**src/sv/dvdn_pkg.sv**
```systemverilog
package dvdn_pkg;

   // Field widths
   localparam int YEAR_W   = 14;
   localparam int MONTH_W  = 4;
   localparam int DAY_W    = 5;
   localparam int LEN_W    = 5;
   localparam int RD_W     = 23;
   localparam int STATUS_W = 2;

   // Internal widths: shifted year, quotient by 100, month offset, running sum
   localparam int T_W      = YEAR_W + 1;
   localparam int Q_W      = 8;
   localparam int OFF_W    = 9;
   localparam int SUM_W    = 24;
   localparam int RECIP_W  = 13;
   localparam int PROD_W   = T_W + RECIP_W;

   // Register port
   localparam int ADDR_W   = 3;
   localparam int DATA_W   = 32;

   localparam logic [YEAR_W-1:0] LOW_YEAR_RST = 14'd1500;
   localparam logic [YEAR_W-1:0] CUR_YEAR_RST = 14'd2021;

   // Calendar constants
   localparam logic [T_W-1:0]     YEAR_SHIFT    = 15'd400;
   localparam logic [T_W-1:0]     CENTURY       = 15'd100;
   localparam logic [8:0]         DAYS_PER_YEAR = 9'd365;
   localparam logic [SUM_W-1:0]   RD_BIAS       = 24'd146403;
   localparam logic [MONTH_W-1:0] MONTH_JAN     = 4'd1;
   localparam logic [MONTH_W-1:0] MONTH_FEB     = 4'd2;
   localparam logic [MONTH_W-1:0] MONTH_MAR     = 4'd3;
   localparam logic [MONTH_W-1:0] MONTH_DEC     = 4'd12;
   localparam logic [LEN_W-1:0]   MIN_MONTH_LEN = 5'd28;

   // floor(x / 100) = (x * RECIP_100) >> RECIP_SHIFT, exact for x below 2^15
   localparam logic [RECIP_W-1:0] RECIP_100   = 13'd5243;
   localparam int                 RECIP_SHIFT = 19;

   typedef enum logic [STATUS_W-1:0] {
      ST_OK    = 2'd0,
      ST_YEAR  = 2'd1,
      ST_MONTH = 2'd2,
      ST_DAY   = 2'd3
   } status_type;

   typedef enum logic {
      REG_LOW_YEAR = 1'b0,
      REG_CUR_YEAR = 1'b1
   } reg_index_type;

   typedef struct packed {
      logic [YEAR_W-1:0] low_year;
      logic [YEAR_W-1:0] current_year;
   } cfg_type;

   // Days before the first of the month, counted from the first of March
   function automatic logic [OFF_W-1:0] month_offset(input logic [MONTH_W-1:0] m);
      logic [OFF_W-1:0] off;
      case (m)
         4'd3:    off = 9'd0;
         4'd4:    off = 9'd31;
         4'd5:    off = 9'd61;
         4'd6:    off = 9'd92;
         4'd7:    off = 9'd122;
         4'd8:    off = 9'd153;
         4'd9:    off = 9'd184;
         4'd10:   off = 9'd214;
         4'd11:   off = 9'd245;
         4'd12:   off = 9'd275;
         4'd1:    off = 9'd306;
         4'd2:    off = 9'd337;
         default: off = 9'd0;
      endcase
      return off;
   endfunction

   // Length of a month in a common year, zero for a code that is no month
   function automatic logic [LEN_W-1:0] base_length(input logic [MONTH_W-1:0] m);
      logic [LEN_W-1:0] len;
      case (m)
         4'd1, 4'd3, 4'd5, 4'd7, 4'd8, 4'd10, 4'd12: len = 5'd31;
         4'd4, 4'd6, 4'd9, 4'd11:                     len = 5'd30;
         4'd2:                                        len = 5'd28;
         default:                                     len = 5'd0;
      endcase
      return len;
   endfunction

endpackage

```
**src/sv/dvdn_if.sv**
```systemverilog
interface dvdn_req_if import dvdn_pkg::*; ();
   logic               valid;
   logic               ready;
   logic [YEAR_W-1:0]  year;
   logic [MONTH_W-1:0] month;
   logic [DAY_W-1:0]   day;

   modport source (output valid, year, month, day, input ready);
   modport sink   (input valid, year, month, day, output ready);
endinterface

interface dvdn_rsp_if import dvdn_pkg::*; ();
   logic                valid;
   logic                ready;
   logic [STATUS_W-1:0] status;
   logic [LEN_W-1:0]    month_length;
   logic [RD_W-1:0]     day_number;

   modport source (output valid, status, month_length, day_number, input ready);
   modport sink   (input valid, status, month_length, day_number, output ready);
endinterface

```
**src/sv/dvdn_csr.sv**
```systemverilog
module dvdn_csr import dvdn_pkg::*; (
   input  logic              clock,
   input  logic              reset,
   input  logic              psel,
   input  logic              penable,
   input  logic              pwrite,
   input  logic [ADDR_W-1:0] paddr,
   input  logic [DATA_W-1:0] pwdata,
   output logic [DATA_W-1:0] prdata,
   output logic              pready,
   output cfg_type           cfg
);

   logic              wr_en;
   reg_index_type     index;
   logic [YEAR_W-1:0] low_year_ff, low_year_in;
   logic [YEAR_W-1:0] cur_year_ff, cur_year_in;
   logic [YEAR_W-1:0] rd_value;

   assign pready = 1'b1;
   assign wr_en  = psel && penable && pwrite;
   assign index  = reg_index_type'(paddr[2]);

   // Decode the write transfer
   always_comb begin
      low_year_in = low_year_ff;
      cur_year_in = cur_year_ff;
      if (wr_en) begin
         unique case (index)
            REG_LOW_YEAR: low_year_in = pwdata[YEAR_W-1:0];
            REG_CUR_YEAR: cur_year_in = pwdata[YEAR_W-1:0];
            default:      ;
         endcase
      end
   end

   always_ff @(posedge clock) begin
      if (reset) begin
         low_year_ff <= LOW_YEAR_RST;
         cur_year_ff <= CUR_YEAR_RST;
      end else begin
         low_year_ff <= low_year_in;
         cur_year_ff <= cur_year_in;
      end
   end

   // Read back
   always_comb begin
      unique case (index)
         REG_LOW_YEAR: rd_value = low_year_ff;
         REG_CUR_YEAR: rd_value = cur_year_ff;
         default:      rd_value = '0;
      endcase
   end

   assign prdata           = DATA_W'(rd_value);
   assign cfg.low_year     = low_year_ff;
   assign cfg.current_year = cur_year_ff;

endmodule

```
**src/sv/date_validate_day_number.sv**
```systemverilog
// Gregorian date checker: each date (year, month, day) is checked against the year window
// [lowest year, current_year+1], then month 1..12, then day 1..month length with the Gregorian
// leap rule, and returns a status, the month length and the Rata Die day number
// (0001-01-01 is day 1, zero unless the status is OK). One date is taken every clock cycle
// while the result side does not hold the pipeline back; each result passes through the four
// register stages of the datapath (capture and range checks, constant multiplications for
// the quotients by 100 and the year's days, leap rule and summation, bias removal into the
// output register) before it is offered. Backpressure on the result side holds a stage only
// while the stage after it is full, so empty stages still fill and no date is lost or repeated.
// Registers: lowest year at byte address 0, current_year at 4.
module date_validate_day_number import dvdn_pkg::*; (
   input  logic              clock,
   input  logic              reset,
   dvdn_req_if.sink          req_ch,
   dvdn_rsp_if.source        rsp_ch,
   input  logic              psel,
   input  logic              penable,
   input  logic              pwrite,
   input  logic [ADDR_W-1:0] paddr,
   input  logic [DATA_W-1:0] pwdata,
   output logic [DATA_W-1:0] prdata,
   output logic              pready
);

   cfg_type cfg;

   dvdn_csr u_csr (
      .clock   (clock),
      .reset   (reset),
      .psel    (psel),
      .penable (penable),
      .pwrite  (pwrite),
      .paddr   (paddr),
      .pwdata  (pwdata),
      .prdata  (prdata),
      .pready  (pready),
      .cfg     (cfg)
   );

   // Stage enables: a stage loads when empty or when its content moves on
   logic adv1, adv2, adv3, adv4;
   logic s1_valid_ff, s2_valid_ff, s3_valid_ff, s4_valid_ff;

   assign adv4 = !s4_valid_ff || rsp_ch.ready;
   assign adv3 = !s3_valid_ff || adv4;
   assign adv2 = !s2_valid_ff || adv3;
   assign adv1 = !s1_valid_ff || adv2;
   assign req_ch.ready = adv1;

   always_ff @(posedge clock) begin
      if (reset) begin
         s1_valid_ff <= 1'b0;
         s2_valid_ff <= 1'b0;
         s3_valid_ff <= 1'b0;
         s4_valid_ff <= 1'b0;
      end else begin
         if (adv1) s1_valid_ff <= req_ch.valid;
         if (adv2) s2_valid_ff <= s1_valid_ff;
         if (adv3) s3_valid_ff <= s2_valid_ff;
         if (adv4) s4_valid_ff <= s3_valid_ff;
      end
   end

   // ---------------- Stage 1: capture, range checks, shifted year, month offset
   logic               year_ok_in, month_ok_in, early_in;
   logic [T_W-1:0]     t_in;
   logic [T_W-1:0]     max_year;
   logic [YEAR_W-1:0]  s1_year_ff;
   logic [MONTH_W-1:0] s1_month_ff;
   logic [DAY_W-1:0]   s1_day_ff;
   logic               s1_year_ok_ff, s1_month_ok_ff;
   logic [T_W-1:0]     s1_t_ff;
   logic [OFF_W-1:0]   s1_off_ff;

   always_comb begin
      max_year    = T_W'(cfg.current_year) + T_W'(1);
      year_ok_in  = (req_ch.year >= cfg.low_year) && (T_W'(req_ch.year) <= max_year);
      month_ok_in = (req_ch.month >= MONTH_JAN) && (req_ch.month <= MONTH_DEC);
      early_in    = req_ch.month < MONTH_MAR;
      // January and February count as months of the previous year
      t_in        = T_W'(req_ch.year) + YEAR_SHIFT - T_W'(early_in);
   end

   always_ff @(posedge clock) begin
      if (adv1) begin
         s1_year_ff     <= req_ch.year;
         s1_month_ff    <= req_ch.month;
         s1_day_ff      <= req_ch.day;
         s1_year_ok_ff  <= year_ok_in;
         s1_month_ok_ff <= month_ok_in;
         s1_t_ff        <= t_in;
         s1_off_ff      <= month_offset(req_ch.month);
      end
   end

   // ---------------- Stage 2: constant multiplications
   logic [SUM_W-1:0]   t365_in;
   logic [PROD_W-1:0]  t_prod, y_prod;
   logic [YEAR_W-1:0]  s2_year_ff;
   logic [MONTH_W-1:0] s2_month_ff;
   logic [DAY_W-1:0]   s2_day_ff;
   logic               s2_year_ok_ff, s2_month_ok_ff;
   logic [T_W-1:0]     s2_t_ff;
   logic [OFF_W-1:0]   s2_off_ff;
   logic [SUM_W-1:0]   s2_t365_ff;
   logic [Q_W-1:0]     s2_tq_ff, s2_yq_ff;

   always_comb begin
      t365_in = SUM_W'(s1_t_ff) * SUM_W'(DAYS_PER_YEAR);
      t_prod  = PROD_W'(s1_t_ff) * PROD_W'(RECIP_100);
      y_prod  = PROD_W'(s1_year_ff) * PROD_W'(RECIP_100);
   end

   always_ff @(posedge clock) begin
      if (adv2) begin
         s2_year_ff     <= s1_year_ff;
         s2_month_ff    <= s1_month_ff;
         s2_day_ff      <= s1_day_ff;
         s2_year_ok_ff  <= s1_year_ok_ff;
         s2_month_ok_ff <= s1_month_ok_ff;
         s2_t_ff        <= s1_t_ff;
         s2_off_ff      <= s1_off_ff;
         s2_t365_ff     <= t365_in;
         s2_tq_ff       <= t_prod[RECIP_SHIFT +: Q_W];
         s2_yq_ff       <= y_prod[RECIP_SHIFT +: Q_W];
      end
   end

   // ---------------- Stage 3: leap rule, month length, status, day sum
   logic [T_W-1:0]   yq_x100;
   logic             cent_in, leap_in;
   logic [LEN_W-1:0] len_in;
   status_type       status_in;
   logic [SUM_W-1:0] sum_in;
   status_type       s3_status_ff;
   logic [LEN_W-1:0] s3_len_ff;
   logic [SUM_W-1:0] s3_sum_ff;

   always_comb begin
      yq_x100 = T_W'(s2_yq_ff) * CENTURY;
      cent_in = yq_x100 == T_W'(s2_year_ff);
      // divisible by 4 and not by 100, or by 400
      leap_in = (s2_year_ff[1:0] == 2'b00) && (!cent_in || (s2_yq_ff[1:0] == 2'b00));
      len_in  = base_length(s2_month_ff)
              + LEN_W'((s2_month_ff == MONTH_FEB) && leap_in);

      // first failing check decides
      if (!s2_year_ok_ff) begin
         status_in = ST_YEAR;
      end else if (!s2_month_ok_ff) begin
         status_in = ST_MONTH;
      end else if ((s2_day_ff == '0) || (LEN_W'(s2_day_ff) > len_in)) begin
         status_in = ST_DAY;
      end else begin
         status_in = ST_OK;
      end

      sum_in = s2_t365_ff
             + SUM_W'(s2_t_ff >> 2)
             - SUM_W'(s2_tq_ff)
             + SUM_W'(s2_tq_ff >> 2)
             + SUM_W'(s2_off_ff)
             + SUM_W'(s2_day_ff);
   end

   always_ff @(posedge clock) begin
      if (adv3) begin
         s3_status_ff <= status_in;
         s3_len_ff    <= len_in;
         s3_sum_ff    <= sum_in;
      end
   end

   // ---------------- Stage 4: remove bias, clamp, output register
   logic [RD_W-1:0]  rd_in;
   logic [SUM_W-1:0] unbiased;
   status_type       s4_status_ff;
   logic [LEN_W-1:0] s4_len_ff;
   logic [RD_W-1:0]  s4_rd_ff;

   always_comb begin
      unbiased = s3_sum_ff - RD_BIAS;
      if ((s3_status_ff == ST_OK) && (s3_sum_ff > RD_BIAS)) begin
         rd_in = unbiased[RD_W-1:0];
      end else begin
         rd_in = '0;
      end
   end

   always_ff @(posedge clock) begin
      if (adv4) begin
         s4_status_ff <= s3_status_ff;
         s4_len_ff    <= s3_len_ff;
         s4_rd_ff     <= rd_in;
      end
   end

   assign rsp_ch.valid        = s4_valid_ff;
   assign rsp_ch.status       = s4_status_ff;
   assign rsp_ch.month_length = s4_len_ff;
   assign rsp_ch.day_number   = s4_rd_ff;

   // ---------------- Checks
   a_rd_zero_on_fail: assert property (@(posedge clock) disable iff (reset)
      (rsp_ch.valid && (rsp_ch.status != ST_OK)) |-> (rsp_ch.day_number == '0))
      else $error("day number nonzero on a failed date");

   a_len_zero_bad_month: assert property (@(posedge clock) disable iff (reset)
      (rsp_ch.valid && (rsp_ch.status == ST_MONTH)) |-> (rsp_ch.month_length == '0))
      else $error("month length nonzero for a bad month");

   a_len_ok_month: assert property (@(posedge clock) disable iff (reset)
      (rsp_ch.valid && (rsp_ch.status == ST_OK)) |-> (rsp_ch.month_length >= MIN_MONTH_LEN))
      else $error("accepted date with a short month length");

   a_empty_after_reset: assert property (@(posedge clock)
      $past(reset) |-> !rsp_ch.valid)
      else $error("result offered straight after reset");

endmodule
```
**src/flat_wrapper.sv**
```systemverilog
// flat-port wrapper written by rule: the top's interface ports become plain ports
module date_validate_day_number_flat import dvdn_pkg::*;
  (clock, reset, psel, penable, pwrite, paddr, pwdata, prdata, pready, req_ch_valid, req_ch_year, req_ch_month, req_ch_day, req_ch_ready, rsp_ch_valid, rsp_ch_status, rsp_ch_month_length, rsp_ch_day_number, rsp_ch_ready);
  dvdn_req_if req_ch_i ();
  dvdn_rsp_if rsp_ch_i ();
  input  logic clock;
  input  logic reset;
  input  logic psel;
  input  logic penable;
  input  logic pwrite;
  input  logic [ADDR_W-1:0] paddr;
  input  logic [DATA_W-1:0] pwdata;
  output logic [DATA_W-1:0] prdata;
  output logic pready;
  input wire logic [$bits(req_ch_i.valid)-1:0] req_ch_valid;
  input wire logic [$bits(req_ch_i.year)-1:0] req_ch_year;
  input wire logic [$bits(req_ch_i.month)-1:0] req_ch_month;
  input wire logic [$bits(req_ch_i.day)-1:0] req_ch_day;
  output wire logic [$bits(req_ch_i.ready)-1:0] req_ch_ready;
  output wire logic [$bits(rsp_ch_i.valid)-1:0] rsp_ch_valid;
  output wire logic [$bits(rsp_ch_i.status)-1:0] rsp_ch_status;
  output wire logic [$bits(rsp_ch_i.month_length)-1:0] rsp_ch_month_length;
  output wire logic [$bits(rsp_ch_i.day_number)-1:0] rsp_ch_day_number;
  input wire logic [$bits(rsp_ch_i.ready)-1:0] rsp_ch_ready;
  assign req_ch_i.valid = req_ch_valid;
  assign req_ch_i.year = req_ch_year;
  assign req_ch_i.month = req_ch_month;
  assign req_ch_i.day = req_ch_day;
  assign req_ch_ready = req_ch_i.ready;
  assign rsp_ch_valid = rsp_ch_i.valid;
  assign rsp_ch_status = rsp_ch_i.status;
  assign rsp_ch_month_length = rsp_ch_i.month_length;
  assign rsp_ch_day_number = rsp_ch_i.day_number;
  assign rsp_ch_i.ready = rsp_ch_ready;
  date_validate_day_number u_core (.clock(clock), .reset(reset), .req_ch(req_ch_i), .rsp_ch(rsp_ch_i), .psel(psel), .penable(penable), .pwrite(pwrite), .paddr(paddr), .pwdata(pwdata), .prdata(prdata), .pready(pready));
endmodule
```
**config.mk**
```make
export PLATFORM = sky130hd
export DESIGN_NAME = date_validate_day_number_flat
export DESIGN_NICKNAME = d
export VERILOG_FILES = /design/src/sv/dvdn_pkg.sv /design/src/sv/dvdn_if.sv /design/src/sv/dvdn_csr.sv /design/src/sv/date_validate_day_number.sv /design/src/flat_wrapper.sv
export SDC_FILE = /design/constraint.sdc
export NUM_CORES = 1
export LEC_CHECK = 0
export BUFFER_PORTS_ARGS = -buffer_cell sky130_fd_sc_hd__buf_2
export CAP_MARGIN = 40
export CORE_MARGIN = 2
export CORE_UTILIZATION = 65
export CTS_BUF_LIST = sky130_fd_sc_hd__clkbuf_4
export DETAILED_ROUTE_END_ITERATION = 6
export PLACE_DENSITY_LB_ADDON = 0.12
export SLEW_MARGIN = 10
export SYNTH_ARGS = -nofsm -noshare
export SYNTH_HDL_FRONTEND = slang
export SYNTH_SLANG_ARGS = --single-unit
```
**constraint.sdc**
```tcl
create_clock -name clock -period 8.2 [get_ports clock]
set_input_delay 0.41 -clock clock [delete_from_list [all_inputs] [get_ports clock]]
set_output_delay 0.41 -clock clock [all_outputs]
set_load 0.02 [all_outputs]
```
==> results_dict.tcl <==
set metrics [dict create \
    status "completed" \
    fillers 2325 \
    finalSetupViolCount 0 \
    crit_chain "ha_1 > inv_1 > fa_1 > inv_1 > fa_1 > inv_1 > fa_1 > fa_1 > inv_1 > ha_1 > a211oi_1 > o21ai_0 > a211oi_1 > a21oi_1 > a21oi_1 > o21ai_0 > xnor2_1" \
    start_util_pct 66.4 \
    clockBufferDepth 3 \
    setup_tns_ps 0 \
    core_um2 32700 \
    htreeDepth 2 \
    cp.arrival_ps 6140 \
    avgViaCountPerCell 5.40 \
    drt_pass1_iterations 7 \
    cpLargestDelayFamily "adder cells" \
    hpwl_um 34400 \
    cts_sinks 232 \
    startpoint_type "flip-flop" \
    cts-resized-gates 0 \
    die_h_um 187 \
    skew_ps 55.3 \
    max_slew.worst_pin.slew_ps 789 \
    synth_compound_area_share_pct 8.85 \
    drt-total-wl_um 43200 \
    antenna_found_initial 2 \
    register_area_um2 6620 \
    min-delay-path-class "in -> reg" \
    die_w_um 187 \
    area_growth_pct 9.94 \
    num_rows 66 \
    drv_slew 0 \
    numCtsBuffers 58 \
    crit_fanout 7 \
    clock_latency_ps 760 \
    ant_nets 0 \
    end_kind "flip-flop" \
    grt_pass1_vias 14800 \
    synth_xor_area_share_pct 4.15 \
    async_flop_share_pct 0 \
    portBuffers 90 \
    fmax_mhz 177 \
    synth_top_family_by_area "adder cells" \
    grt_overflow 0 \
    final_layout_size_suffix_gt1_share_pct 9.35 \
    grt_max_degree 66 \
    min_period_ps 5650 \
    drt_iter0_markers 827 \
    max_cap_violations 0 \
    reg2reg_slack_ps 2550 \
    yosysSeqAreaShare_pct 30.5 \
    yosys.area_share.simple_pct 7.02 \
    synth_edf_count 197 \
    multi_input_area_um2 13400 \
    ys_types 65 \
    final_cell_mix "inv_1, ha_1, fa_1" \
    cts_tree "yes" \
    via_count 14400 \
    rsz0062_at_grt "false" \
    wl_per_cell_um 16.3 \
    hold_viol 0 \
    synth-adder-area-share_pct 40.8 \
    required_ps 8690 \
    ios 130 \
    postCtsHoldBufs 39 \
    synth_cells 1992 \
    root_buffer "clkbuf_4" \
    syn_area_um2 21700 \
    drcViolationCount 0 \
    post_cts_buffers 0 \
    fin_crit_sh_pct 68.9 \
    yosys_warnings 0 \
    synthMuxAreaShare_pct 0.490 \
    grt_util_all_layers_pct 25.8 \
    slew_headroom_pct 47.4 \
    slowest_delay_ps 630 \
    grt_pass1_wl_um 72000 \
    avgSynthCellArea_um2 10.9 \
    clk_pin_slew_worst_paths_ps 60 \
    finalNetCount 2813 \
    synth_ff_type "edfxtp_1" \
    critPathBufInv 4 \
    crit_slowest_cell "edfxtp_1" \
    gp_congestion 0.909 \
    layout_commonest_cell "inv_1" \
    ys_seq_elements 232 \
    dieArea_um2 34900 \
    worstSetupPathType "reg -> reg" \
]
worst paths after layout:
path | start | endpoint | cells after the start
setup / recovery | u_core.s1_t_ff[10] | u_core.s2_tq_ff[6] | 17
hold / removal | penable | u_core.u_csr.low_year_ff[0] | 5
setup reg to reg | u_core.s1_t_ff[10] | u_core.s2_tq_ff[6] | 17
hold reg to reg | u_core.s1_off_ff[2] | u_core.s2_off_ff[2] | 0
cells in the mapped netlist (all sizes together) (5+ instances only):
| master | instances | area, um2 |
|---|---|---|
| a21oi | 84 | 420 |
| o21ai | 57 | 293 |
| mux2i | 5 | 50.1 |
| nand3 | 25 | 125 |
| nor2 | 87 | 327 |
| nor4 | 11 | 68.8 |
| o31a | 7 | 61.3 |
| dfxtp | 35 | 701 |
| inv | 412 | 1550 |
| a31oi | 8 | 50.1 |
| and3 | 8 | 50.1 |
| clkbuf | 17 | 63.8 |
| a21boi | 6 | 45.0 |
| a211o | 10 | 87.6 |
| buf | 21 | 165 |
| xor2 | 36 | 315 |
| o21bai | 10 | 75.1 |
| fa | 210 | 4200 |
| o31ai | 7 | 52.6 |
| ha | 372 | 4650 |
| edfxtp | 197 | 5920 |
| a21o | 32 | 240 |
| o22ai | 6 | 37.5 |
| o21a | 15 | 113 |
| xnor2 | 67 | 587 |
| nand3b | 9 | 67.6 |
| a211oi | 18 | 140 |
| nor3 | 20 | 100 |
| or3 | 5 | 31.3 |
| nand4 | 17 | 106 |
| nor2b | 15 | 93.8 |
| nand2 | 94 | 353 |
| nand2b | 14 | 87.6 |
| o211ai | 6 | 45.0 |
logic make-up after synthesis:
logic type                 count (synthesis)
adders and majority gates                582
buffers and inverters                    451
and+or+nand+nor                          320
AOI/OAI and AO/OA                        294
DFF                                      232
xor gates and xnor gates                 103
muxes                                      8
other                                      2
metrics by stage:
stage               instances  instance area [um2]  utilization, %  setup WS [ps]  hold WS (ps)
finish                   2658                23900            73.0           2550           158
global route             2658                23900            73.0           2140           142
floorplan                2009                21800               -           3210           400
global placement         2506                22600            69.1           2580           402
CTS                      2656                23900            73.0           2540          94.7
detailed placement       2509                22600            69.2           2560           405
metal layers:
metal,vias to the layer above,GRT usage (%),routed length (um)
met2,393,42.6,20000
li1,7068,-,-
met1,6825,36.1,20000
met3,71,3.93,2380
met4,0,6.68,799
met5,-,0,0
flip-flops by register name, summed over array words and instances, names as in the netlist, 8 cells and up, named ones only:
register                  cells
u_core.u_csr.cur_year_ff     14
u_core.s2_off_ff              9
u_core.rsp_ch.day_number     23
u_core.s1_year_ff            14
u_core.s2_t365_ff            24
u_core.s1_t_ff               15
u_core.s2_yq_ff               8
u_core.s2_tq_ff               8
u_core.s1_off_ff              9
u_core.s3_sum_ff             24
u_core.u_csr.low_year_ff     14
u_core.s2_t_ff               13
u_core.s2_year_ff            14
final cells by class:
type	instances	area share (%)
multi-input combinational	1326	56.1
sequential	232	27.7
inverter	413	6.50
timing repair buffer	135	3.84
clock buffer	93	2.92
tap	442	2.32
clock inverter	15	0.613
antenna	2	0.0210
worst reg2reg max path, stage by stage, from the launching register on:
cell and delay, ps:
edfxtp_1 630, ha_1 530, inv_1 140, fa_1 530
inv_1 60, fa_1 500, inv_1 50, fa_1 470
fa_1 550, inv_1 50, ha_1 300, a211oi_1 240
o21ai_0 160, a211oi_1 230, a21oi_1 210, a21oi_1 420
o21ai_0 200, xnor2_1 160
Power is not shown: default switching activity piles up to over one toggle a cycle in this logic, so the estimate is an artifact.
